--- src/hdl/bca_pkg.sv ---
`timescale 1ns / 1ps

package bca_pkg;

	// field widths
	localparam int unsigned CH_W = 8;
	localparam int unsigned CFG_W = 9;
	localparam int unsigned GAIN_INT_BITS = 8;
	// width of (channel + brightness - mid), range -384..382
	localparam int unsigned DIFF_W = 10;

	// gain formula constants
	localparam int unsigned GAIN_NUM = 259;
	localparam int unsigned GAIN_SCALE = 255;
	localparam int unsigned C_MID = 128;
	localparam int unsigned CH_MAX = 255;

	// configuration register indexes
	typedef logic [0:0] cfg_idx_t;
	localparam cfg_idx_t REG_BRIGHTNESS = 1'b0;
	localparam cfg_idx_t REG_CONTRAST = 1'b1;

	typedef logic [CH_W-1:0] chan_t;
	typedef logic signed [CFG_W-1:0] cfg_val_t;

endpackage

--- src/hdl/bca_pix_in_if.sv ---
`timescale 1ns / 1ps

interface bca_pix_in_if;
	logic valid;
	logic ready;
	bca_pkg::chan_t red_in;
	bca_pkg::chan_t green_in;
	bca_pkg::chan_t blue_in;

	modport source (output valid, output red_in, output green_in, output blue_in,
		input ready);
	modport sink (input valid, input red_in, input green_in, input blue_in,
		output ready);
endinterface

--- src/hdl/bca_pix_out_if.sv ---
`timescale 1ns / 1ps

interface bca_pix_out_if;
	logic valid;
	logic ready;
	bca_pkg::chan_t red_out;
	bca_pkg::chan_t green_out;
	bca_pkg::chan_t blue_out;

	modport source (output valid, output red_out, output green_out, output blue_out,
		input ready);
	modport sink (input valid, input red_out, input green_out, input blue_out,
		output ready);
endinterface

--- src/hdl/brightness_contrast_adjust_unit.sv ---
`timescale 1ns / 1ps

// Brightness and contrast adjustment, one RGB pixel in and one out per transaction.
// Each channel gets the brightness offset, then gain*(v-128)+128, truncated and
// clamped to 0..255. Pixels stream at one per clock while results are taken and pixel
// ready is not held low, through a three-stage pipeline (offset, gain multiply, clamp
// into the output register); a result is offered once its pixel has passed all three.
// Writing contrast recomputes the gain in a restoring divider that yields one quotient
// bit per cycle: pixel ready stays low from the write until the divider is done. Any
// configuration write also holds pixel ready low in its own cycle. Gain resets to 1.0.
module brightness_contrast_adjust_unit #(
	parameter int unsigned FACTOR_FRACTION_BITS = 16
) (
	input  logic               clk,
	input  logic               arst_n,
	bca_pix_in_if.sink         pixel,
	bca_pix_out_if.source      result,
	input  logic               wr_en,
	input  bca_pkg::cfg_idx_t  wr_index,
	input  bca_pkg::cfg_val_t  wr_data
);

	localparam int unsigned GAIN_W = bca_pkg::GAIN_INT_BITS + FACTOR_FRACTION_BITS;

	bca_pkg::cfg_val_t  brightness_q;
	logic               gain_busy;
	logic               contrast_wr;
	logic [GAIN_W-1:0]  gain;

	assign contrast_wr = wr_en && (wr_index == bca_pkg::REG_CONTRAST);

	// brightness register
	always_ff @(posedge clk or negedge arst_n) begin
		if (!arst_n) begin
			brightness_q <= '0;
		end else if (wr_en && (wr_index == bca_pkg::REG_BRIGHTNESS)) begin
			brightness_q <= wr_data;
		end
	end

	// gain from contrast
	bca_gain_unit #(
		.FRAC_BITS (FACTOR_FRACTION_BITS)
	) u_gain (
		.clk      (clk),
		.arst_n   (arst_n),
		.start    (contrast_wr),
		.contrast (wr_data),
		.busy     (gain_busy),
		.gain     (gain)
	);

	// pixel datapath
	bca_pixel_pipe #(
		.FRAC_BITS (FACTOR_FRACTION_BITS)
	) u_pipe (
		.clk        (clk),
		.arst_n     (arst_n),
		.hold       (gain_busy || wr_en),
		.brightness (brightness_q),
		.gain       (gain),
		.pixel      (pixel),
		.result     (result)
	);

endmodule

--- src/hdl/bca_gain_unit.sv ---
`timescale 1ns / 1ps

module bca_gain_unit #(
	parameter int unsigned FRAC_BITS = 16
) (
	input  logic                                    clk,
	input  logic                                    arst_n,
	input  logic                                    start,
	input  bca_pkg::cfg_val_t                       contrast,
	output logic                                    busy,
	output logic [bca_pkg::GAIN_INT_BITS+FRAC_BITS-1:0] gain
);

	localparam int unsigned GAIN_W = bca_pkg::GAIN_INT_BITS + FRAC_BITS;
	// 259 * 510 < 2^18
	localparam int unsigned NBASE_W = 18;
	// 255 * 514 < 2^17
	localparam int unsigned DEN_W = 17;
	localparam int unsigned NUM_W = NBASE_W + FRAC_BITS;
	localparam int unsigned CNT_W = $clog2(NUM_W + 1);

	logic signed [bca_pkg::CFG_W-1:0] c_sat;
	logic signed [bca_pkg::CFG_W:0]   c_ofs;
	logic signed [bca_pkg::CFG_W+1:0] c_rev;
	logic [NBASE_W-1:0]               num_base;
	logic [DEN_W-1:0]                 den;
	logic [NUM_W-1:0]                 dividend;

	logic [NUM_W-1:0] dvd_q;
	logic [DEN_W-1:0] den_q;
	logic [DEN_W-1:0] rem_q;
	logic [CNT_W-1:0] cnt_q;
	logic             busy_q;
	logic [GAIN_W-1:0] gain_q;

	logic [DEN_W:0]   rem_sh;
	logic             q_bit;
	logic [DEN_W:0]   rem_sub;
	logic [NUM_W-1:0] dvd_next;

	// saturate the one pattern below -255, then form numerator and divisor
	always_comb begin
		c_sat = contrast;
		if (contrast == {1'b1, {(bca_pkg::CFG_W-1){1'b0}}}) begin
			c_sat = contrast + bca_pkg::cfg_val_t'(1);
		end
		c_ofs = {c_sat[bca_pkg::CFG_W-1], c_sat}
			+ (bca_pkg::CFG_W+1)'(bca_pkg::GAIN_SCALE);
		c_rev = (bca_pkg::CFG_W+2)'(bca_pkg::GAIN_NUM)
			- {{2{c_sat[bca_pkg::CFG_W-1]}}, c_sat};
		num_base = NBASE_W'(c_ofs[bca_pkg::CFG_W-1:0] * NBASE_W'(bca_pkg::GAIN_NUM));
		den = DEN_W'(c_rev[bca_pkg::CFG_W:0] * DEN_W'(bca_pkg::GAIN_SCALE));
		// rounding: add half the divisor before dividing
		dividend = {num_base, {FRAC_BITS{1'b0}}} + NUM_W'(den >> 1);
	end

	// restoring division step, one quotient bit per cycle
	always_comb begin
		rem_sh = {rem_q, dvd_q[NUM_W-1]};
		rem_sub = rem_sh - {1'b0, den_q};
		q_bit = (rem_sh >= {1'b0, den_q});
		dvd_next = {dvd_q[NUM_W-2:0], q_bit};
	end

	// divider control
	always_ff @(posedge clk or negedge arst_n) begin
		if (!arst_n) begin
			busy_q <= 1'b0;
			cnt_q <= '0;
			gain_q <= GAIN_W'(1) << FRAC_BITS;
		end else if (start) begin
			busy_q <= 1'b1;
			cnt_q <= CNT_W'(NUM_W);
		end else if (busy_q) begin
			cnt_q <= cnt_q - CNT_W'(1);
			if (cnt_q == CNT_W'(1)) begin
				busy_q <= 1'b0;
				gain_q <= dvd_next[GAIN_W-1:0];
			end
		end
	end

	// divider datapath
	always_ff @(posedge clk) begin
		if (start) begin
			dvd_q <= dividend;
			den_q <= den;
			rem_q <= '0;
		end else if (busy_q) begin
			dvd_q <= dvd_next;
			rem_q <= q_bit ? rem_sub[DEN_W-1:0] : rem_sh[DEN_W-1:0];
		end
	end

	assign busy = busy_q;
	assign gain = gain_q;

endmodule

--- src/hdl/bca_pixel_pipe.sv ---
`timescale 1ns / 1ps

module bca_pixel_pipe #(
	parameter int unsigned FRAC_BITS = 16
) (
	input  logic                                        clk,
	input  logic                                        arst_n,
	input  logic                                        hold,
	input  bca_pkg::cfg_val_t                           brightness,
	input  logic [bca_pkg::GAIN_INT_BITS+FRAC_BITS-1:0] gain,
	bca_pix_in_if.sink                                  pixel,
	bca_pix_out_if.source                               result
);

	localparam int unsigned GAIN_W = bca_pkg::GAIN_INT_BITS + FRAC_BITS;
	localparam int unsigned P_W = GAIN_W + 1 + bca_pkg::DIFF_W;
	localparam int unsigned T_W = P_W + 1;
	localparam int unsigned SUM_W = bca_pkg::DIFF_W + 1;
	localparam logic [T_W-1:0] MID_FIX = T_W'(bca_pkg::C_MID) << FRAC_BITS;

	bca_pkg::chan_t chan_in [3];

	logic v_s1, v_s2, v_s3;
	logic rdy1, rdy2, rdy3;
	logic take;

	logic signed [bca_pkg::DIFF_W-1:0] d_s1 [3];
	logic signed [P_W-1:0]             p_s2 [3];
	bca_pkg::chan_t                    o_s3 [3];

	logic signed [GAIN_W:0] gain_s;

	// truncate the fixed-point sum and clamp to 0..255
	function automatic bca_pkg::chan_t clamp_chan(input logic signed [T_W-1:0] t);
		bca_pkg::chan_t r;
		if (t[T_W-1]) begin
			r = '0;
		end else if (t[T_W-2:FRAC_BITS+bca_pkg::CH_W] != '0) begin
			r = bca_pkg::chan_t'(bca_pkg::CH_MAX);
		end else begin
			r = t[FRAC_BITS+bca_pkg::CH_W-1:FRAC_BITS];
		end
		return r;
	endfunction

	// stage advance, each stage moves when it is empty or the next one moves
	assign rdy3 = !v_s3 || result.ready;
	assign rdy2 = !v_s2 || rdy3;
	assign rdy1 = !v_s1 || rdy2;
	assign pixel.ready = rdy1 && !hold;
	assign take = pixel.valid && pixel.ready;

	assign chan_in[0] = pixel.red_in;
	assign chan_in[1] = pixel.green_in;
	assign chan_in[2] = pixel.blue_in;
	assign gain_s = $signed({1'b0, gain});

	// valid bits
	always_ff @(posedge clk or negedge arst_n) begin
		if (!arst_n) begin
			v_s1 <= 1'b0;
			v_s2 <= 1'b0;
			v_s3 <= 1'b0;
		end else begin
			if (rdy1) begin
				v_s1 <= take;
			end
			if (rdy2) begin
				v_s2 <= v_s1;
			end
			if (rdy3) begin
				v_s3 <= v_s2;
			end
		end
	end

	// s1: brightness offset and centering, s2: gain multiply, s3: clamp
	always_ff @(posedge clk) begin
		for (int i = 0; i < 3; i++) begin
			if (rdy1) begin
				d_s1[i] <= bca_pkg::DIFF_W'($signed({3'b000, chan_in[i]})
					+ $signed({{2{brightness[bca_pkg::CFG_W-1]}}, brightness})
					- SUM_W'(bca_pkg::C_MID));
			end
			if (rdy2) begin
				p_s2[i] <= gain_s * d_s1[i];
			end
			if (rdy3) begin
				o_s3[i] <= clamp_chan($signed({p_s2[i][P_W-1], p_s2[i]})
					+ $signed(MID_FIX));
			end
		end
	end

	assign result.valid = v_s3;
	assign result.red_out = o_s3[0];
	assign result.green_out = o_s3[1];
	assign result.blue_out = o_s3[2];

endmodule

--- src/flat_wrapper.sv ---
// flat-port wrapper written by rule: the top's interface ports become plain ports
module brightness_contrast_adjust_unit_flat 
#(
	parameter int unsigned FACTOR_FRACTION_BITS = 16
)
  (clk, arst_n, wr_en, wr_index, wr_data, pixel_valid, pixel_red_in, pixel_green_in, pixel_blue_in, pixel_ready, result_valid, result_red_out, result_green_out, result_blue_out, result_ready);
  bca_pix_in_if pixel_i ();
  bca_pix_out_if result_i ();
  input  logic clk;
  input  logic arst_n;
  input  logic wr_en;
  input  bca_pkg::cfg_idx_t wr_index;
  input  bca_pkg::cfg_val_t wr_data;
  input wire logic [$bits(pixel_i.valid)-1:0] pixel_valid;
  input wire logic [$bits(pixel_i.red_in)-1:0] pixel_red_in;
  input wire logic [$bits(pixel_i.green_in)-1:0] pixel_green_in;
  input wire logic [$bits(pixel_i.blue_in)-1:0] pixel_blue_in;
  output wire logic [$bits(pixel_i.ready)-1:0] pixel_ready;
  output wire logic [$bits(result_i.valid)-1:0] result_valid;
  output wire logic [$bits(result_i.red_out)-1:0] result_red_out;
  output wire logic [$bits(result_i.green_out)-1:0] result_green_out;
  output wire logic [$bits(result_i.blue_out)-1:0] result_blue_out;
  input wire logic [$bits(result_i.ready)-1:0] result_ready;
  assign pixel_i.valid = pixel_valid;
  assign pixel_i.red_in = pixel_red_in;
  assign pixel_i.green_in = pixel_green_in;
  assign pixel_i.blue_in = pixel_blue_in;
  assign pixel_ready = pixel_i.ready;
  assign result_valid = result_i.valid;
  assign result_red_out = result_i.red_out;
  assign result_green_out = result_i.green_out;
  assign result_blue_out = result_i.blue_out;
  assign result_i.ready = result_ready;
  brightness_contrast_adjust_unit #(.FACTOR_FRACTION_BITS(FACTOR_FRACTION_BITS)) u_core (.clk(clk), .arst_n(arst_n), .pixel(pixel_i), .result(result_i), .wr_en(wr_en), .wr_index(wr_index), .wr_data(wr_data));
endmodule
--- config.mk ---
export PLATFORM = sky130hd
export DESIGN_NAME = brightness_contrast_adjust_unit_flat
export DESIGN_NICKNAME = d
export VERILOG_FILES = /design/src/hdl/bca_pkg.sv /design/src/hdl/bca_pix_in_if.sv /design/src/hdl/bca_pix_out_if.sv /design/src/hdl/brightness_contrast_adjust_unit.sv /design/src/hdl/bca_gain_unit.sv /design/src/hdl/bca_pixel_pipe.sv /design/src/flat_wrapper.sv
export SDC_FILE = /design/constraint.sdc
export NUM_CORES = 2
export LEC_CHECK = 0
export BUFFER_PORTS_ARGS = -buffer_cell sky130_fd_sc_hd__buf_2
export CAP_MARGIN = 25
export CELL_PAD_IN_SITES_DETAIL_PLACEMENT = 0
export CELL_PAD_IN_SITES_GLOBAL_PLACEMENT = 2
export CORE_ASPECT_RATIO = 0.7
export CORE_MARGIN = 1
export CORE_UTILIZATION = 30
export DETAILED_ROUTE_END_ITERATION = 6
export HOLD_SLACK_MARGIN = 0.1
export PLACE_DENSITY = 0.63
export SYNTH_ARGS = -nofsm -noshare
export SYNTH_HDL_FRONTEND = slang
export SYNTH_SLANG_ARGS = --single-unit
--- constraint.sdc ---
create_clock -name clk -period 5.6 [get_ports clk]
set_input_delay 0.56 -clock clk [delete_from_list [all_inputs] [get_ports clk]]
set_output_delay 0.56 -clock clk [all_outputs]
set_load 0.02 [all_outputs]
==> impl_metrics.py <==
metrics = {
    "global_routing": {
        "grt_max_degree": 59,
        "grt_use_total_pct": 16.7,
        "grt_pass1_wl_um": 156000,
        "antenna_found_initial": 2,
        "grt_pass1_vias": 26600,
        "grt_overflow_total": 0,
    },
    "yosys": {
        "synth_compound_area_share_pct": 6.50,
        "yosysTopAreaCellShare_pct": 31.5,
        "ys_seq_elements": 222,
        "yosys_warnings": 0,
        "synth_top_area_cell": "fa_1",
        "synth_top_family_by_area": "adder cells",
        "yosys.area_share.adder_pct": 46.3,
        "synth_nets": 4749,
        "synthMuxAreaShare_pct": 1.24,
        "syn_area_sq_um": 35500,
        "synthArstFlopShare_pct": 19.4,
        "synth_xor_area_share_pct": 3.69,
        "synth_seq_area_share_pct": 17.7,
        "postSynthCellCount": 3730,
        "ys.flop_type": "edfxtp_1",
        "avgSynthCellArea_sq_um": 9.52,
        "yosys.area_share.simple_pct": 15.0,
        "synth_edf_count": 162,
        "synth.top_cells.by_area": "fa_1 (31%), ha_1 (15%), edfxtp_1 (14%)",
        "ys_types": 87,
    },
    "die": {
        "io_pins": 65,
        "die_area_sq_um": 120000,
        "rows": 105,
        "coreArea_sq_um": 117000,
        "start_util_pct": 30.3,
        "die_y_um": 290,
        "die_w_um": 413,
    },
    "worst_setup_path": {
        "crit_slowest_cell": "fa_1",
        "crit_fanout": 8,
        "end_kind": "flop",
        "crit_required_ns": 5.98,
        "critPathLaunchType": "flop",
        "path_common_cell": "fa_1",
        "crit_arrival_ns": 6.07,
        "critPathMaxStageDelay_ns": 0.54,
        "setup.worst_path.class": "reg2reg",
        "cp_cell_sequence": "buf_12 > buf_6 > and2_4 > fa_1 > inv_1 > fa_1 > inv_2 > fa_1 > fa_1 > inv_1 > fa_1 > inv_2 > ha_4 > nand4_1 > o31ai_1 > a21oi_1 > o22ai_2 > a21oi_4 > a2111oi_4 > o21a_1 > nor2_1 > xnor2_1",
    },
    "sta": {
        "final.min_clock_period_ns": 5.69,
        "hold_viol": 0,
        "setup_viol": 5,
        "skew_ns": 0.0344,
        "relSlewSlack_pct": 32.7,
        "post-route-period-util_pct": 102,
        "setup_slack_ns": -0.0915,
        "tightest_slew_ns": 1.00,
        "rsz0062_at_grt": "true",
        "fmax_mhz": 176,
        "slew_viol_final": 0,
    },
    "final_layout": {
        "regArea_sq_um": 6290,
        "mostFrequentLayoutCell": "inv_1",
        "most-common-layout-cells": "inv_1 (705), fa_1 (532), nand2_1 (512)",
        "nNetsFinal": 5160,
        "area_growth_pct": 23.5,
        "drive_above_1_share_pct": 20.5,
        "multi_input_area_sq_um": 26900,
        "fill_cells": 11900,
    },
    "clocking": {
        "insertion_delay_ns": 0.64,
        "cts.sinks": 222,
        "cts_tree": "done",
        "cts_buffers": 30,
        "clockBufferDepth": 3,
        "root_buffer": "clkbuf_16",
        "htreeDepth": 1,
        "clkTransAtPathRegs_ns": 0.06,
    },
    "routing": {
        "firstDrtPassIters": 5,
        "route.detailed.drc": 0,
        "wirelength_um": 101000,
        "wl_per_cell_um": 17.6,
        "via_per_inst": 4.50,
        "vias": 25700,
        "ant_nets": 0,
        "dr.first_iter.drc_count": 1272,
    },
    "placed_design": {
        "gp_congestion": 0.825,
        "hpwlAfterDp_um": 81000,
        "pre_cts_ws_ns": -0.386,
        "place.port_buffers": 64,
    },
    "outcome": {
        "violations": "negative setup slack",
        "status": "complete, but fails checks",
    },
    "run": {
        "drv_cap": 0,
    },
    "hold_path": {
        "min_path_type": "in2reg",
    },
}
[cell families (layout without fill, tap and decap cells)]
kind of cell,count (synthesis),count (layout)
fa+ha+maj,980,980
buf+inv,893,1327
flops,222,222
other cells,0,2
simple gates,1092,1092
compound gates,361,361
mux,40,40
xor+xnor,142,142
[path summary, 6_finish.rpt]
kind                                                         start  cells after the start                                endpoint  slack, ns
worst min-delay path                                    wr_data[2]                      2      u_core.brightness_q[2]$_DFFE_PN0P_       0.25
min in group asynchronous                                   arst_n                      3  u_core.u_pipe.result.valid$_DFFE_PN0P_       0.56
worst min register to register      u_core.u_pipe.v_s1$_DFFE_PN0P_                      1          u_core.u_pipe.v_s2$_DFFE_PN0P_       0.47
worst max-delay path            u_core.u_gain.gain[16]$_DFFE_PN1P_                     22     u_core.u_pipe.p_s2[0][68]$_DFFE_PP_      -0.09
worst max register to register  u_core.u_gain.gain[16]$_DFFE_PN1P_                     22     u_core.u_pipe.p_s2[0][68]$_DFFE_PP_      -0.09
max in group asynchronous                                   arst_n                      3       u_core.u_gain.gain[5]$_DFFE_PN0P_       4.51
[layer usage]
metal	share of wire (%)	GRT usage, %	vias to the layer above
met4	1.3	2.12	0
met2	39	23.1	480
met5	0	0	-
met3	5.3	2.61	55
met1	54	27.4	12700
li1	-	-	12500
[state kept, by name, summed over array words and instances, names as in the netlist]
name,flops
u_core.u_pipe.v_s1,1
u_core.u_pipe.p_s2,57
u_core.u_gain.gain,24
u_core.u_gain.dvd_q,34
u_core.u_pipe.d_s1,30
u_core.u_pipe.v_s2,1
u_core.u_gain.rem_q,17
u_core.u_gain.busy,1
u_core.u_gain.den_q,17
u_core.u_pipe.result.valid,1
u_core.brightness_q,9
u_core.u_gain.cnt_q,6
u_core.u_pipe.o_s3,24
[synth_stat cells, types with 6 or more instances]
cell	number
and2_1	251
mux2_2	32
nand2_1	528
dfrtp_1	42
xnor2_1	99
o21ai_0	71
o21a_1	37
dfxtp_1	17
and3_1	15
clkbuf_1	146
xor2_1	37
nand3_1	39
o21bai_1	18
a21oi_1	105
o211ai_1	6
a21o_1	39
ha_1	421
nor2_1	75
inv_1	733
nand4_1	20
nor2b_1	70
fa_1	559
a31oi_1	11
o21ai_1	10
nor3_1	28
edfxtp_1	162
nand2b_1	31
nor4_1	6
a211oi_1	9
mux2i_1	8
[stage by stage]
stage	setup TNS [ns]	instance area [sq um]	util, %	std cells	hold WS, ns
6_report	-0.238	43900	37.4	5717	0.247
3_3_place_gp	-3.97	40700	34.7	5567	0.450
2_1_floorplan	-0.00116	35600	-	3730	0.264
3_5_place_dp	-5.64	40700	34.7	5567	0.448
5_1_grt	-3.65	43900	37.4	5715	0.226
4_1_cts	-0.453	42500	36.2	5661	0.198
[area by class of cell]
type                       instances  area share, %
clock buffer                      39           1.86
timing repair buffer             537           11.3
clock inverter                    16          0.462
antenna                            2         0.0114
inverter                         735           6.29
multi-input combinational       2615           61.3
tap                             1551           4.42
sequential                       222           14.3
[critical path, delay by kind of cell, from the launching register on]
family	cells	cell delay [ns]
adder cells (fa/ha/maj)	6	2.79
AO/OA/AOI/OAI	6	1.23
XOR/XNOR	1	0.12
flip-flops	1	0.39
buffers and inverters	6	0.49
AND/OR/NAND/NOR	3	0.39
[timing repair]
action                     CTS  global route
hold buffers                 2             0
gates cloned                 2             6
setup endpoints to repair   38            47
pin swaps                   36            72
hold endpoints to repair    43             0
resized for setup           82           199
setup buffers               37            49
Power is left out: the tool's default activity adds up to more than one toggle a clock period on the data nets, which glitch-free logic cannot reach.
